File: src/ssh_pkg.sv
package ssh_pkg;

    localparam int NUM_LAYERS    = 4;
    localparam int CORDIC_STAGES = 16;
    localparam int STG_W         = 5;
    localparam int CW            = 32;
    localparam int DIV_W         = 51;
    localparam int MODNUM_W      = 18;
    localparam int MOD_STEPS     = MODNUM_W;
    localparam int LX_W          = 19;
    localparam int LX_SHIFT      = 31;
    localparam int GEO_W         = 64;
    localparam int CFG_IDX_W     = 3;

    localparam logic signed [CW-1:0] PI_Q28     = 32'sd843314857;
    localparam logic [30:0]          TWO_PI_Q28 = 31'd1686629713;

    localparam logic [CFG_IDX_W-1:0] REG_GEO0  = 3'd0;
    localparam logic [CFG_IDX_W-1:0] REG_GEO1  = 3'd1;
    localparam logic [CFG_IDX_W-1:0] REG_GEO2  = 3'd2;
    localparam logic [CFG_IDX_W-1:0] REG_GEO3  = 3'd3;
    localparam logic [CFG_IDX_W-1:0] REG_PITCH = 3'd4;
    localparam logic [CFG_IDX_W-1:0] REG_COS   = 3'd5;
    localparam logic [CFG_IDX_W-1:0] REG_SIN   = 3'd6;

    localparam logic [15:0] PITCH_RST = 16'd10;
    localparam logic [15:0] COS_RST   = 16'd32487;
    localparam logic [15:0] SIN_RST   = 16'd4277;

    localparam logic [1:0] ERR_OK     = 2'd0;
    localparam logic [1:0] ERR_LAYER  = 2'd1;
    localparam logic [1:0] ERR_MODLEN = 2'd2;

    typedef struct packed {
        logic [9:0]         det_code;
        logic signed [17:0] entry_x;
        logic signed [17:0] entry_y;
        logic signed [17:0] entry_z;
        logic signed [17:0] exit_x;
        logic signed [17:0] exit_y;
        logic signed [17:0] exit_z;
    } t_item;

    typedef struct packed {
        logic                valid;
        logic                side;
        logic                bad;
        logic [1:0]          layer;
        logic [9:0]          det;
        logic [1:0]          err;
        logic [MODNUM_W-1:0] modnum;
        logic [15:0]         mlen;
        logic [5:0]          module_res;
        logic signed [17:0]  pz;
        logic [15:0]         rad;
        logic                neg;
        logic [LX_W-1:0]     lx;
    } t_tag;

    typedef struct packed {
        logic signed [CW-1:0] x;
        logic signed [CW-1:0] y;
        logic signed [CW-1:0] z;
    } t_cordic;

    typedef struct packed {
        logic [DIV_W-1:0] rem;
        logic [DIV_W-1:0] num;
        logic [DIV_W-1:0] quo;
        logic [DIV_W-1:0] den;
    } t_div;

    // atan(2^-i) in q28 radians, rounded to nearest
    function automatic logic signed [CW-1:0] atan_q28(input logic [STG_W-1:0] i);
        case (i)
            5'd0:    atan_q28 = 32'sd210828714;
            5'd1:    atan_q28 = 32'sd124459457;
            5'd2:    atan_q28 = 32'sd65760959;
            5'd3:    atan_q28 = 32'sd33381290;
            5'd4:    atan_q28 = 32'sd16755422;
            5'd5:    atan_q28 = 32'sd8385879;
            5'd6:    atan_q28 = 32'sd4193963;
            5'd7:    atan_q28 = 32'sd2097109;
            5'd8:    atan_q28 = 32'sd1048571;
            5'd9:    atan_q28 = 32'sd524287;
            5'd10:   atan_q28 = 32'sd262144;
            5'd11:   atan_q28 = 32'sd131072;
            5'd12:   atan_q28 = 32'sd65536;
            5'd13:   atan_q28 = 32'sd32768;
            5'd14:   atan_q28 = 32'sd16384;
            5'd15:   atan_q28 = 32'sd8192;
            5'd16:   atan_q28 = 32'sd4096;
            5'd17:   atan_q28 = 32'sd2048;
            5'd18:   atan_q28 = 32'sd1024;
            5'd19:   atan_q28 = 32'sd512;
            5'd20:   atan_q28 = 32'sd256;
            5'd21:   atan_q28 = 32'sd128;
            5'd22:   atan_q28 = 32'sd64;
            5'd23:   atan_q28 = 32'sd32;
            default: atan_q28 = 32'sd16;
        endcase
    endfunction

endpackage

File: src/ssh_div_cell.sv
module ssh_div_cell
    import ssh_pkg::*;
(
    input  logic i_clk,
    input  logic i_en,
    input  t_div i_d,
    output t_div o_d
);

    t_div r_d;
    t_div n_d;
    logic [DIV_W:0] trial;
    logic [DIV_W:0] diff;
    logic           ge;

    // one restoring step: one quotient bit
    always_comb begin
        trial   = {i_d.rem, i_d.num[DIV_W-1]};
        diff    = trial - {1'b0, i_d.den};
        ge      = trial >= {1'b0, i_d.den};
        n_d.rem = ge ? diff[DIV_W-1:0] : trial[DIV_W-1:0];
        n_d.num = i_d.num << 1;
        n_d.quo = {i_d.quo[DIV_W-2:0], ge};
        n_d.den = i_d.den;
    end

    always_ff @(posedge i_clk) begin
        if (i_en) begin
            r_d <= n_d;
        end
    end

    assign o_d = r_d;

endmodule

File: config.mk
export PLATFORM = sky130hd
export DESIGN_NAME = ssh_div_cell
export DESIGN_NICKNAME = d
export VERILOG_FILES = /design/src/ssh_pkg.sv /design/src/ssh_div_cell.sv
export SDC_FILE = /design/constraint.sdc
export NUM_CORES = 1
export LEC_CHECK = 0
export ABC_AREA = 1
export BUFFER_PORTS_ARGS = -buffer_cell sky130_fd_sc_hd__buf_4
export CAP_MARGIN = 20
export CORE_AREA = 4 4 155 157
export CTS_CLUSTER_DIAMETER = 120
export DETAILED_ROUTE_END_ITERATION = 16
export DIE_AREA = 0 0 159 161
export PLACE_DENSITY = 0.86
export SETUP_SLACK_MARGIN = 0.4
export SYNTH_ARGS = -nofsm -noshare
export SYNTH_HDL_FRONTEND = slang
export SYNTH_SLANG_ARGS = --single-unit
File: constraint.sdc
create_clock -name i_clk -period 6.45 [get_ports i_clk]
set_input_delay 1.29 -clock i_clk [delete_from_list [all_inputs] [get_ports i_clk]]
set_output_delay 1.29 -clock i_clk [all_outputs]
set_load 0.05 [all_outputs]
==> results of run 1 <==
-- cell families (layout without fill, tap and decap cells) --
kind of cell | after synthesis | in the layout | synth area share, %
AND/OR/NAND/NOR | 692 | 692 | 25.01
buffers and inverters | 328 | 764 | 11.03
flip-flops | 203 | 203 | 52.53
other | 1 | 1 | 0.03231
XOR/XNOR | 28 | 28 | 2.113
AO/OA/AOI/OAI | 71 | 71 | 3.612
adder cells (fa/ha/maj) | 52 | 52 | 5.671
-- cells in the final DEF, fill, tap and decap left out, drive strengths merged, types with 4 or more instances in the layout --
cell,n
clkinv,9
buf,410
nor2,90
o21bai,8
inv,313
bufinv,4
xor2,27
nand2,482
clkbuf,28
nand3,57
a21oi,31
o21ai,31
nand4,32
nor3,13
nand3b,17
edfxtp,203
ha,51
-- layout make-up --
cell class / instances / area [sq um] / share of cell area, %
Clock inverter: 13 / 165.2 / 1.052
Timing Repair Buffer: 411 / 3092 / 19.69
Tap cell: 285 / 356.6 / 2.271
Sequential cell: 203 / 6096 / 38.82
Clock buffer: 27 / 590.6 / 3.761
Multi-Input combinational cell: 844 / 4229 / 26.93
Inverter: 313 / 1175 / 7.482
-- routing by layer --
metal / vias to the layer above / part of all wire (%)
met5: - / 0
met4: 0 / 3.5
met3: 72 / 9.7
met2: 441 / 49
met1: 4888 / 38
li1: 5155 / -
-- worst max-delay path, stage by stage --
cell	delay, ps
sky130_fd_sc_hd__buf_4	90
sky130_fd_sc_hd__inv_1	40
sky130_fd_sc_hd__ha_1	340
sky130_fd_sc_hd__nand2_1	150
sky130_fd_sc_hd__inv_1	50
sky130_fd_sc_hd__nand2_1	60
sky130_fd_sc_hd__nand2_1	80
sky130_fd_sc_hd__inv_1	60
sky130_fd_sc_hd__nand2_1	80
sky130_fd_sc_hd__nand3b_2	310
sky130_fd_sc_hd__nand2_2	510
sky130_fd_sc_hd__nand3_4	640
sky130_fd_sc_hd__buf_4	500
sky130_fd_sc_hd__nand2_1	120
sky130_fd_sc_hd__o21ai_1	70
-- how the worst min path moves through the flow --
stage	start	endpoint	slack [ps]	depth (start not counted)
final	i_d[59]	o_d[60]	950	1
after global routing	i_d[137]	o_d[138]	930	1
after CTS	i_d[140]	o_d[141]	940	1
after detailed placement	i_d[64]	o_d[65]	1470	1
after global placement	i_d[144]	o_d[145]	1470	1
after floorplan	i_d[0]	o_d[0]	1390	0
-- metrics by stage --
step / hold WS [ps] / utilization, % / instance area (sq um) / power [mW] / worst slack, ps
2_1_floorplan: 1389 / - / 11600 / 2.507 / 3323
3_3_place_gp: 1468 / 66.43 / 14950 / 2.963 / 1884
3_5_place_dp: 1470 / 66.43 / 14950 / 2.984 / 1820
4_1_cts: 938.8 / 69.79 / 15700 / 4.319 / 2337
5_1_grt: 934.1 / 69.79 / 15700 / 4.478 / 2077
6_report: 954.5 / 69.79 / 15700 / 4.305 / 2261
-- synth_stat cells (11+ instances only) --
cell type                  number  area share, %
sky130_fd_sc_hd__nand3b_1      16            1.0
sky130_fd_sc_hd__inv_1        300            9.7
sky130_fd_sc_hd__nand2_1      480             16
sky130_fd_sc_hd__nand4_1       32            1.7
sky130_fd_sc_hd__edfxtp_1     203             53
sky130_fd_sc_hd__a21oi_1       30            1.3
sky130_fd_sc_hd__o21ai_1       20           0.86
sky130_fd_sc_hd__nor2_1        80            2.6
sky130_fd_sc_hd__ha_1          51            5.5
sky130_fd_sc_hd__nand3_1       55            2.4
sky130_fd_sc_hd__xor2_1        27            2.0
sky130_fd_sc_hd__inv_2         13           0.42
sky130_fd_sc_hd__nor3_1        11           0.47
-- power breakdown --
part	internal (mW)	switching, mW
Clock	0.811	0.524
Combinational	0.398	0.923
Sequential	1.61	0.0397
==> flow_summary.html, run 1 <==
<table>
<tr><th>Metric</th><th>Value</th></tr>
<tr><th colspan="2">Timing</th></tr>
<tr><td>Final min period</td><td>4189 ps</td></tr>
<tr><td>Max Transition Viols Final</td><td>0</td></tr>
<tr><td>Setup repair after global routing missed its margin</td><td>false</td></tr>
<tr><td>Final Hold Violating Endpoints</td><td>0</td></tr>
<tr><td>Setup TNS Final</td><td>0 ps</td></tr>
<tr><td>Setup Viol. Count Final</td><td>0</td></tr>
<tr><td>Least-Margin Pin Slew</td><td>854.9 ps</td></tr>
<tr><td>Highest Clock Rate</td><td>0.2387 GHz</td></tr>
<tr><td>Final period utilization</td><td>64.95%</td></tr>
<tr><td>Max-Slew Margin vs Limit</td><td>43.00%</td></tr>
<tr><th colspan="2">Placement</th></tr>
<tr><td>Port Buffers</td><td>407</td></tr>
<tr><td>Placed instance count</td><td>2056</td></tr>
<tr><td>Half-perimeter wire length after detailed placement</td><td>32740 microns</td></tr>
<tr><td>Weighted congestion reported at the end of routability-driven placement</td><td>0.9357</td></tr>
<tr><th colspan="2">Job</th></tr>
<tr><td>Number of max-cap violations</td><td>0</td></tr>
<tr><th colspan="2">Floorplan</th></tr>
<tr><td>Die Ht</td><td>161 microns</td></tr>
<tr><td>Effective utilization at floorplan</td><td>51.57%</td></tr>
<tr><td>Top Ports</td><td>410</td></tr>
<tr><td>Width of the die</td><td>159 microns</td></tr>
<tr><td>Area of the core</td><td>22500 sq um</td></tr>
<tr><td>Cell Rows</td><td>55</td></tr>
<tr><td>Die area</td><td>25600 sq um</td></tr>
<tr><th colspan="2">Power and ir drop</th></tr>
<tr><td>Power density of the placed cells</td><td>274.2 nW/um^2</td></tr>
<tr><td>Max rail drop VDD</td><td>215.9 uV</td></tr>
<tr><td>Standby leakage power</td><td>8.087 nW</td></tr>
<tr><th colspan="2">Cells and area</th></tr>
<tr><td>Final net count</td><td>2054</td></tr>
<tr><td>Final Non-Filler Cells</td><td>2096</td></tr>
<tr><td>Total of fill cells in the finished design</td><td>1802</td></tr>
<tr><td>Layout overhead on the synthesized area</td><td>35.32%</td></tr>
<tr><td>Diode count</td><td>0</td></tr>
<tr><td>Largest register FFs</td><td>203</td></tr>
<tr><td>Share of final-layout standard cells stronger than drive strength 1</td><td>26.67%</td></tr>
<tr><th colspan="2">Clocking</th></tr>
<tr><td>Sink Count</td><td>203</td></tr>
<tr><td>Depth of the CTS H-tree</td><td>1</td></tr>
<tr><td>Clk buf depth</td><td>3</td></tr>
<tr><td>Worst-path clk slew</td><td>60 ps</td></tr>
<tr><td>Setup Fix Bufs, Post-CTS</td><td>0</td></tr>
<tr><td>Clock tree from TritonCTS</td><td>yes</td></tr>
<tr><td>Number of buffers created by CTS</td><td>23</td></tr>
<tr><td>Resize count post-CTS</td><td>0</td></tr>
<tr><td>Post-CTS Hold Fix Bufs</td><td>0</td></tr>
<tr><td>Buffer type at the clock tree root</td><td>sky130_fd_sc_hd__clkbuf_16</td></tr>
<tr><th colspan="2">Global route</th></tr>
<tr><td>Number of global-route vias before repair</td><td>10519</td></tr>
<tr><td>Largest net degree at the start of global routing</td><td>102</td></tr>
<tr><td>Met1 Usage GRT</td><td>36.94%</td></tr>
<tr><td>All-layer global routing usage</td><td>30.92%</td></tr>
<tr><td>Wire length of the first global-routing pass</td><td>61320 microns</td></tr>
<tr><td>Initial antenna violation count</td><td>0</td></tr>
<tr><td>GRT Max-Usage Layer</td><td>met2</td></tr>
<tr><td>Met3 usage in global routing</td><td>9.390%</td></tr>
<tr><td>Congestion Overflow GR</td><td>0</td></tr>
<tr><td>Met2 usage in global routing</td><td>53.83%</td></tr>
<tr><th colspan="2">Critical path</th></tr>
<tr><td>Crit path from</td><td>i_d[18]</td></tr>
<tr><td>Type of destination of the critical path</td><td>flop</td></tr>
<tr><td>Worst Path Class, Setup</td><td>primary input to flop</td></tr>
<tr><td>Crit path to</td><td>o_d[154]</td></tr>
<tr><td>Critical path launch point type</td><td>primary input</td></tr>
<tr><td>Largest fanout on the critical path</td><td>46</td></tr>
<tr><td>Endpoint required time on the critical path</td><td>6690 ps</td></tr>
<tr><td>Data arrival at the endpoint of the critical path</td><td>4430 ps</td></tr>
<tr><th colspan="2">Min path</th></tr>
<tr><td>Hold Crit Class</td><td>primary input to flop</td></tr>
<tr><th colspan="2">Detailed routing</th></tr>
<tr><td>Vias per std cell</td><td>5.036</td></tr>
<tr><td>Average detailed-routed wire length per instance</td><td>19.47 microns</td></tr>
<tr><td>Count of nets left with antenna violations after detail routing</td><td>0</td></tr>
<tr><td>First DRT Iteration DRCs</td><td>884</td></tr>
<tr><td>Post-route DRC violation count</td><td>0</td></tr>
<tr><td>Number of vias in the routed layout</td><td>10556</td></tr>
<tr><td>Final wirelength</td><td>40810 microns</td></tr>
<tr><td>First-pass DRT Iterations</td><td>7</td></tr>
<tr><th colspan="2">Synth</th></tr>
<tr><td>Post-synthesis register bit count</td><td>203</td></tr>
<tr><td>Area of the mapped netlist</td><td>11600 sq um</td></tr>
<tr><td>Post-Syn Area per Cell</td><td>8.440 sq um</td></tr>
<tr><td>Portion of the post-synthesis area used by sequential elements</td><td>52.53%</td></tr>
<tr><td>Most used flip-flop cell after synthesis</td><td>sky130_fd_sc_hd__edfxtp_1</td></tr>
<tr><td>Post-synth EDFFs</td><td>203</td></tr>
<tr><td>Distinct cell type count after synthesis</td><td>33</td></tr>
<tr><td>Post-synthesis net count</td><td>1633</td></tr>
<tr><td>Synthesis Warnings</td><td>0</td></tr>
<tr><td>Post-synth ARST share</td><td>0%</td></tr>
<tr><td>Cells after Synth</td><td>1375</td></tr>
<tr><th colspan="2">Status</th></tr>
<tr><td>Result of the run</td><td>complete, no violations</td></tr>
</table>
Note: power is estimated with default switching activity, not from simulation.
==> run 2, diff against run 1 <==
Settings changed: CORE_AREA 4 4 155 157 to unset, CORE_ASPECT_RATIO set to 1.1, CORE_MARGIN set to 4, CORE_UTILIZATION set to 46, DIE_AREA 0 0 159 161 to unset, PLACE_DENSITY 0.86 to 0.82.
Clock period 6.45 ns to 3.42 ns, I/O delays scaled along.
==> run 2 against run 1 <==
Net effect: final cell count is 1.4% higher; clock-buffer cell count down 1; sequential power increased by 88%; largest power group unchanged.
==> flow_summary.html, run 2 (same netlist as run 1, synthesis figures left out) <==
<table>
<tr><th>Metric</th><th>Value</th></tr>
<tr><th colspan="2">Status</th></tr>
<tr><td>Result of the run</td><td>complete, no violations (unchanged)</td></tr>
<tr><th colspan="2">Clocking</th></tr>
<tr><td>Resize count post-CTS</td><td>0 (unchanged)</td></tr>
<tr><td>Post-CTS Hold Fix Bufs</td><td>0 (unchanged)</td></tr>
<tr><td>Clk buf depth</td><td>3 (unchanged)</td></tr>
<tr><td>Buffer type at the clock tree root</td><td>sky130_fd_sc_hd__clkbuf_16 (unchanged)</td></tr>
<tr><td>Setup Fix Bufs, Post-CTS</td><td>0 (unchanged)</td></tr>
<tr><td>Clock tree from TritonCTS</td><td>yes (unchanged)</td></tr>
<tr><td>Worst-path clk slew</td><td>60 ps (about the same)</td></tr>
<tr><td>Sink Count</td><td>203 (unchanged)</td></tr>
<tr><td>Number of buffers created by CTS</td><td>23 (unchanged)</td></tr>
<tr><td>Depth of the CTS H-tree</td><td>1 (unchanged)</td></tr>
<tr><th colspan="2">Floorplan</th></tr>
<tr><td>Area of the core</td><td>24620 sq um (was 22500 sq um)</td></tr>
<tr><td>Die area</td><td>27840 sq um (was 25600 sq um)</td></tr>
<tr><td>Cell Rows</td><td>60 (was 55)</td></tr>
<tr><td>Width of the die</td><td>159.4 microns (was 159 microns)</td></tr>
<tr><td>Die Ht</td><td>174.6 microns (was 161 microns)</td></tr>
<tr><td>Top Ports</td><td>410 (unchanged)</td></tr>
<tr><td>Effective utilization at floorplan</td><td>47.13% (was 51.57%)</td></tr>
<tr><th colspan="2">Cells and area</th></tr>
<tr><td>Final core utilization</td><td>64.04% (was 69.79%)</td></tr>
<tr><td>Share of final-layout standard cells stronger than drive strength 1</td><td>26.67% (about the same)</td></tr>
<tr><td>Layout overhead on the synthesized area</td><td>35.88% (was 35.32%)</td></tr>
<tr><td>Diode count</td><td>0 (unchanged)</td></tr>
<tr><td>Top library cells by usage in the layout, fill and taps aside</td><td>sky130_fd_sc_hd__nand2_1, sky130_fd_sc_hd__buf_4, sky130_fd_sc_hd__inv_1 (unchanged)</td></tr>
<tr><td>Largest register FFs</td><td>203 (unchanged)</td></tr>
<tr><td>Most common cell after layout, fill and taps aside</td><td>sky130_fd_sc_hd__nand2_1 (unchanged)</td></tr>
<tr><td>Final Non-Filler Cells</td><td>2125 (was 2096)</td></tr>
<tr><td>Final std cell area, no fill</td><td>15770 sq um (was 15700 sq um)</td></tr>
<tr><td>Total of fill cells in the finished design</td><td>2127 (was 1802)</td></tr>
<tr><td>Final net count</td><td>2057 (was 2054)</td></tr>
<tr><th colspan="2">Placement</th></tr>
<tr><td>Post-Place Setup Slack</td><td>433.0 ps (was 1820 ps)</td></tr>
<tr><td>Cell Area, Placed</td><td>15050 sq um (was 14950 sq um)</td></tr>
<tr><td>Placed instance count</td><td>2084 (was 2056)</td></tr>
<tr><td>Port Buffers</td><td>407 (unchanged)</td></tr>
<tr><td>Weighted congestion reported at the end of routability-driven placement</td><td>0.9902 (was 0.9357)</td></tr>
<tr><td>Half-perimeter wire length after detailed placement</td><td>33230 microns (was 32740 microns)</td></tr>
<tr><th colspan="2">Detailed routing</th></tr>
<tr><td>Vias per std cell</td><td>4.909 (was 5.036)</td></tr>
<tr><td>Final wirelength</td><td>40420 microns (was 40810 microns)</td></tr>
<tr><td>First DRT Iteration DRCs</td><td>650 (was 884)</td></tr>
<tr><td>Post-route DRC violation count</td><td>0 (unchanged)</td></tr>
<tr><td>Count of nets left with antenna violations after detail routing</td><td>0 (unchanged)</td></tr>
<tr><td>Average detailed-routed wire length per instance</td><td>19.02 microns (was 19.47 microns)</td></tr>
<tr><td>Number of vias in the routed layout</td><td>10431 (was 10556)</td></tr>
<tr><td>First-pass DRT Iterations</td><td>6 (was 7)</td></tr>
<tr><th colspan="2">Critical path</th></tr>
<tr><td>Data arrival at the endpoint of the critical path</td><td>2810 ps (was 4430 ps)</td></tr>
<tr><td>Worst Path Class, Setup</td><td>primary input to flop (unchanged)</td></tr>
<tr><td>Type of destination of the critical path</td><td>flop (unchanged)</td></tr>
<tr><td>Worst-path cell with the longest stage delay</td><td>sky130_fd_sc_hd__a21oi_1 (was sky130_fd_sc_hd__nand3_4)</td></tr>
<tr><td>Cell-by-cell trace of the critical path</td><td>buf_4 -&gt; inv_1 -&gt; ha_1 -&gt; nand2_1 -&gt; inv_1 -&gt; a21oi_1 -&gt; nand2_1 -&gt; nand2_1 -&gt; nand2_1 -&gt; a21oi_4 -&gt; nand3_4 -&gt; buf_12 -&gt; nand2_1 -&gt; o21ai_2 (was buf_4 -&gt; inv_1 -&gt; ha_1 -&gt; nand2_1 -&gt; inv_1 -&gt; nand2_1 -&gt; nand2_1 -&gt; inv_1 -&gt; nand2_1 -&gt; nand3b_2 -&gt; nand2_2 -&gt; nand3_4 -&gt; buf_4 -&gt; nand2_1 -&gt; o21ai_1)</td></tr>
<tr><td>Most numerous cell on the critical path</td><td>sky130_fd_sc_hd__nand2_1 (unchanged)</td></tr>
<tr><td>Delay contributed by the slowest stage of the critical path</td><td>350 ps (was 640 ps)</td></tr>
<tr><td>Critical path launch point type</td><td>primary input (unchanged)</td></tr>
<tr><td>Endpoint required time on the critical path</td><td>3670 ps (was 6690 ps)</td></tr>
<tr><td>Largest fanout on the critical path</td><td>53 (was 46)</td></tr>
<tr><th colspan="2">Power and ir drop</th></tr>
<tr><td>Max rail drop VDD</td><td>401.2 uV (was 215.9 uV)</td></tr>
<tr><td>Standby leakage power</td><td>8.094 nW (was 8.087 nW)</td></tr>
<tr><td>Overall power</td><td>7.966 mW (was 4.305 mW)</td></tr>
<tr><td>Power density of the placed cells</td><td>505.2 nW/um^2 (was 274.2 nW/um^2)</td></tr>
<tr><th colspan="2">Timing</th></tr>
<tr><td>Least-Margin Pin Slew</td><td>624.8 ps (was 854.9 ps)</td></tr>
<tr><td>Setup Viol. Count Final</td><td>0 (unchanged)</td></tr>
<tr><td>Highest Clock Rate</td><td>0.3919 GHz</td></tr>
<tr><td>Setup repair after global routing missed its margin</td><td>false (unchanged)</td></tr>
<tr><td>Final period utilization</td><td>74.61%</td></tr>
<tr><td>Final min period</td><td>2552 ps</td></tr>
<tr><td>Max Transition Viols Final</td><td>0 (unchanged)</td></tr>
<tr><td>Max-Slew Margin vs Limit</td><td>58.35% (was 43.00%)</td></tr>
<tr><td>Hold WS</td><td>348.4 ps (was 954.5 ps)</td></tr>
<tr><td>Final Hold Violating Endpoints</td><td>0 (unchanged)</td></tr>
<tr><td>Setup TNS Final</td><td>0 ps (unchanged)</td></tr>
<tr><td>Fin worst setup slack</td><td>868.3 ps (was 2261 ps)</td></tr>
<tr><th colspan="2">Min path</th></tr>
<tr><td>Hold Crit Class</td><td>primary input to flop (unchanged)</td></tr>
<tr><td>Source of the worst hold timing path</td><td>i_d[106] (was i_d[59])</td></tr>
<tr><td>Hold Crit Depth</td><td>1 (unchanged)</td></tr>
<tr><td>Hold Path Sink</td><td>o_d[107] (was o_d[60])</td></tr>
<tr><th colspan="2">Global route</th></tr>
<tr><td>Wire length of the first global-routing pass</td><td>61060 microns (was 61320 microns)</td></tr>
<tr><td>Congestion Overflow GR</td><td>0 (unchanged)</td></tr>
<tr><td>All-layer global routing usage</td><td>28.34% (was 30.92%)</td></tr>
<tr><td>Number of global-route vias before repair</td><td>10711 (was 10519)</td></tr>
<tr><td>Largest net degree at the start of global routing</td><td>74 (was 102)</td></tr>
<tr><td>Initial antenna violation count</td><td>1 (was 0)</td></tr>
<tr><th colspan="2">Job</th></tr>
<tr><td>Number of max-cap violations</td><td>0 (unchanged)</td></tr>
</table>
run 2: report_power, final:
group          switching [mW]  internal, mW
clock                   0.990          1.38
sequential             0.0688          3.03
combinational            1.73         0.761
total                    2.79          5.18
run 2: worst max path at each step:
| stage | to | depth (start not counted) | startpoint |
|---|---|---|---|
| 2_1_floorplan | o_d[167] | 11 | i_d[152] |
| 3_3_place_gp | o_d[153] | 11 | i_d[0] |
| 3_5_place_dp | o_d[194] | 14 | i_d[26] |
| 4_1_cts | o_d[199] | 14 | i_d[26] |
| 5_1_grt | o_d[170] | 14 | i_d[26] |
| 6_report | o_d[170] | 14 | i_d[26] |
run 2: critical path: cells and delay by family:
kind | cells | cell delay, ps
buffers and inverters | 4 | 450
AO/OA/AOI/OAI | 3 | 580
AND/OR/NAND/NOR | 6 | 700
adder cells (fa/ha/maj) | 1 | 340
run 2: final cells by class:
class | count | area [sq um] | area share [%]
clock buffer | 26 | 586.8 | 3.721
clock inverter | 15 | 130.1 | 0.8252
inverter | 313 | 1175 | 7.451
multi-input combinational | 844 | 4229 | 26.82
sequential | 203 | 6096 | 38.66
tap | 310 | 387.9 | 2.460
timing repair buffer | 414 | 3164 | 20.07
run 2: layer usage:
metal,vias to the layer above,wire length (microns),global-route usage (%)
met5,-,13,0
met4,2,1493,9.222
met3,70,4010,9.554
met2,402,19900,50.41
met1,4791,15010,32.16
li1,5166,-,-
==> run 3, diff against run 2 <==
Clock period 3.42 ns to 2.2 ns, I/O delays scaled along.
==> run 3 against run 2 <==
Net effect: utilization up 15 points; critical path type unchanged; largest cell class unchanged; combinational power up 110%; clock power up 51%; highest routed layer is now met4.
==> flow_summary.html, run 3 (same netlist as run 1, synthesis figures left out) <==
<table>
<tr><th>Metric</th><th>Value</th></tr>
<tr><th colspan="2">Clocking</th></tr>
<tr><td>Post-CTS Hold Fix Bufs</td><td>0 (unchanged)</td></tr>
<tr><td>Depth of the CTS H-tree</td><td>1 (unchanged)</td></tr>
<tr><td>Buffer type at the clock tree root</td><td>sky130_fd_sc_hd__clkbuf_16 (unchanged)</td></tr>
<tr><td>Sink Count</td><td>203 (unchanged)</td></tr>
<tr><td>Clk buf depth</td><td>3 (unchanged)</td></tr>
<tr><td>Clock tree from TritonCTS</td><td>yes (unchanged)</td></tr>
<tr><td>Number of buffers created by CTS</td><td>23 (unchanged)</td></tr>
<tr><td>Worst-path clk slew</td><td>60 ps (about the same)</td></tr>
<tr><th colspan="2">Timing</th></tr>
<tr><td>Final period utilization</td><td>89.56%</td></tr>
<tr><td>Max Transition Viols Final</td><td>0 (unchanged)</td></tr>
<tr><td>Final min period</td><td>1970 ps</td></tr>
<tr><td>Setup Viol. Count Final</td><td>0 (unchanged)</td></tr>
<tr><td>Highest Clock Rate</td><td>0.5076 GHz</td></tr>
<tr><td>Hold WS</td><td>95.68 ps (was 348.4 ps)</td></tr>
<tr><td>Final Hold Violating Endpoints</td><td>0 (unchanged)</td></tr>
<tr><td>Setup repair after global routing missed its margin</td><td>true (was false)</td></tr>
<tr><th colspan="2">Detailed routing</th></tr>
<tr><td>Average detailed-routed wire length per instance</td><td>22.22 microns (was 19.02 microns)</td></tr>
<tr><td>First-pass DRT Iterations</td><td>6 (unchanged)</td></tr>
<tr><td>Final wirelength</td><td>51830 microns (was 40420 microns)</td></tr>
<tr><td>Post-route DRC violation count</td><td>0 (unchanged)</td></tr>
<tr><td>First DRT Iteration DRCs</td><td>1011 (was 650)</td></tr>
<tr><td>Vias per std cell</td><td>5.249 (was 4.909)</td></tr>
<tr><td>Number of vias in the routed layout</td><td>12247 (was 10431)</td></tr>
<tr><td>Count of nets left with antenna violations after detail routing</td><td>0 (unchanged)</td></tr>
<tr><th colspan="2">Critical path</th></tr>
<tr><td>Critical path launch point type</td><td>primary input (unchanged)</td></tr>
<tr><td>Delay-heaviest family, CP</td><td>simple AND/OR/NAND/NOR gates (unchanged)</td></tr>
<tr><td>Type of destination of the critical path</td><td>flop (unchanged)</td></tr>
<tr><td>Worst path buffer plus inverter count</td><td>5 (was 4)</td></tr>
<tr><td>Cell-by-cell trace of the critical path</td><td>buf_4 -&gt; ha_4 -&gt; nand2_4 -&gt; nor2_4 -&gt; buf_6 -&gt; inv_4 -&gt; nor2_4 -&gt; nand3_2 -&gt; nand3b_4 -&gt; nand2_4 -&gt; nand3_4 -&gt; buf_12 -&gt; clkbuf_16 -&gt; o21ai_2 (was buf_4 -&gt; inv_1 -&gt; ha_1 -&gt; nand2_1 -&gt; inv_1 -&gt; a21oi_1 -&gt; nand2_1 -&gt; nand2_1 -&gt; nand2_1 -&gt; a21oi_4 -&gt; nand3_4 -&gt; buf_12 -&gt; nand2_1 -&gt; o21ai_2)</td></tr>
<tr><td>Endpoint required time on the critical path</td><td>2470 ps (was 3670 ps)</td></tr>
<tr><td>Worst-path cell with the longest stage delay</td><td>sky130_fd_sc_hd__ha_4 (was sky130_fd_sc_hd__a21oi_1)</td></tr>
<tr><td>Delay contributed by the slowest stage of the critical path</td><td>290 ps (was 350 ps)</td></tr>
<tr><td>Worst Path Class, Setup</td><td>primary input to flop (unchanged)</td></tr>
<tr><td>Largest fanout on the critical path</td><td>7 (was 53)</td></tr>
<tr><td>Data arrival at the endpoint of the critical path</td><td>2240 ps (was 2810 ps)</td></tr>
<tr><th colspan="2">Placement</th></tr>
<tr><td>Placed instance count</td><td>2256 (was 2084)</td></tr>
<tr><td>Port Buffers</td><td>407 (unchanged)</td></tr>
<tr><td>Weighted congestion reported at the end of routability-driven placement</td><td>0.9284 (was 0.9902)</td></tr>
<tr><td>Half-perimeter wire length after detailed placement</td><td>36240 microns (was 33230 microns)</td></tr>
<tr><th colspan="2">Global route</th></tr>
<tr><td>All-layer global routing usage</td><td>34.40% (was 28.34%)</td></tr>
<tr><td>Congestion Overflow GR</td><td>0 (unchanged)</td></tr>
<tr><td>Wire length of the first global-routing pass</td><td>73440 microns (was 61060 microns)</td></tr>
<tr><td>Number of global-route vias before repair</td><td>12487 (was 10711)</td></tr>
<tr><td>Largest net degree at the start of global routing</td><td>46 (was 74)</td></tr>
<tr><td>Initial antenna violation count</td><td>3 (was 1)</td></tr>
<tr><th colspan="2">Power and ir drop</th></tr>
<tr><td>Power Internal</td><td>8.705 mW (was 5.178 mW)</td></tr>
<tr><td>Share of total power in the clock network</td><td>26.1% (was 29.8%)</td></tr>
<tr><td>Part of the power in combinational logic</td><td>38.4% (was 31.3%)</td></tr>
<tr><td>Switching power</td><td>5.003 mW (was 2.788 mW)</td></tr>
<tr><td>Switching share of total power</td><td>36.50% (was 34.99%)</td></tr>
<tr><td>Standby leakage power</td><td>9.506 nW (was 8.094 nW)</td></tr>
<tr><td>Max rail drop VDD</td><td>573.4 uV (was 401.2 uV)</td></tr>
<tr><td>Proportion of power drawn by flip-flops and latches</td><td>35.4% (was 39.0%)</td></tr>
<tr><td>Power density of the placed cells</td><td>703.9 nW/um^2 (was 505.2 nW/um^2)</td></tr>
<tr><th colspan="2">Floorplan</th></tr>
<tr><td>Top Ports</td><td>410 (unchanged)</td></tr>
<tr><td>Area of the core</td><td>24620 sq um (unchanged)</td></tr>
<tr><td>Die Ht</td><td>174.6 microns (unchanged)</td></tr>
<tr><td>Cell Rows</td><td>60 (unchanged)</td></tr>
<tr><td>Die area</td><td>27840 sq um (unchanged)</td></tr>
<tr><td>Effective utilization at floorplan</td><td>47.13% (unchanged)</td></tr>
<tr><td>Width of the die</td><td>159.4 microns (unchanged)</td></tr>
<tr><th colspan="2">Cells and area</th></tr>
<tr><td>Total of fill cells in the finished design</td><td>1554 (was 2127)</td></tr>
<tr><td>Layout overhead on the synthesized area</td><td>67.79% (was 35.88%)</td></tr>
<tr><td>Largest register FFs</td><td>203 (unchanged)</td></tr>
<tr><td>Top library cells by usage in the layout, fill and taps aside</td><td>sky130_fd_sc_hd__buf_4, sky130_fd_sc_hd__nand2_1, sky130_fd_sc_hd__inv_1 (was sky130_fd_sc_hd__nand2_1, sky130_fd_sc_hd__buf_4, sky130_fd_sc_hd__inv_1)</td></tr>
<tr><td>Final Non-Filler Cells</td><td>2333 (was 2125)</td></tr>
<tr><td>Final net count</td><td>2269 (was 2057)</td></tr>
<tr><td>Most common cell after layout, fill and taps aside</td><td>sky130_fd_sc_hd__buf_4 (was sky130_fd_sc_hd__nand2_1)</td></tr>
<tr><td>Diode count</td><td>0 (unchanged)</td></tr>
<tr><td>Share of final-layout standard cells stronger than drive strength 1</td><td>50.52% (was 26.67%)</td></tr>
<tr><th colspan="2">Job</th></tr>
<tr><td>Number of max-cap violations</td><td>0 (unchanged)</td></tr>
<tr><th colspan="2">Min path</th></tr>
<tr><td>Hold Crit Class</td><td>primary input to flop (unchanged)</td></tr>
<tr><th colspan="2">Status</th></tr>
<tr><td>Result of the run</td><td>complete, no violations (unchanged)</td></tr>
</table>
run 3: stage by stage:
| step | util (%) | area (sq um) | total power [mW] | worst slack (ps) | setup TNS, ps |
|---|---|---|---|---|---|
| 4_1_cts | 75.78 | 18660 | 13.33 | 319.2 | 0 |
| 5_1_grt | 79.08 | 19470 | 14.16 | 192.5 | 0 |
| 2_1_floorplan | - | 12240 | 7.492 | 43.44 | 0 |
| 6_report | 79.08 | 19470 | 13.71 | 229.8 | 0 |
| 3_5_place_dp | 69.01 | 16990 | 9.380 | -396.6 | -16690 |
| 3_3_place_gp | 69.01 | 16990 | 9.302 | -380.0 | -14530 |
run 3: power groups by stage:
stage | logic [mW] | clock network, mW | registers, mW
after floorplan | 1.26 | 0 | 6.23
after global placement | 4.41 | 0 | 4.89
after detailed placement | 4.47 | 0 | 4.91
after CTS | 4.86 | 3.61 | 4.85
after global routing | 5.50 | 3.77 | 4.89
final | 5.27 | 3.58 | 4.86
run 3: area by class of cell:
class / instances / area, sq um / share of cell area (%)
sequential: 203 / 6096 / 31.31
multi-input combinational: 845 / 5932 / 30.46
inverter: 313 / 1245 / 6.393
clock inverter: 10 / 77.57 / 0.3984
timing repair buffer: 625 / 5144 / 26.42
tap: 310 / 387.9 / 1.992
clock buffer: 27 / 590.6 / 3.033
run 3: path summary, 6_finish.rpt:
| kind | slack [ps] | start | cells past startpoint | to |
|---|---|---|---|---|
| setup / recovery | 230 | i_d[167] | 14 | o_d[177] |
| hold / removal | 100 | i_d[81] | 1 | o_d[82] |
run 3: metal layers:
| layer | track usage [%] | wire, microns |
|---|---|---|
| met5 | 0 | 0 |
| met4 | 14.36 | 2931 |
| met3 | 7.667 | 4334 |
| met2 | 62.99 | 26190 |
| met1 | 38.71 | 18370 |
run 3: repair_timing:
item	CTS	global route
buffers inserted	19	13
resized for setup	186	205
cloned	6	2
pin swaps	50	53
setup endpoints to repair	52	52
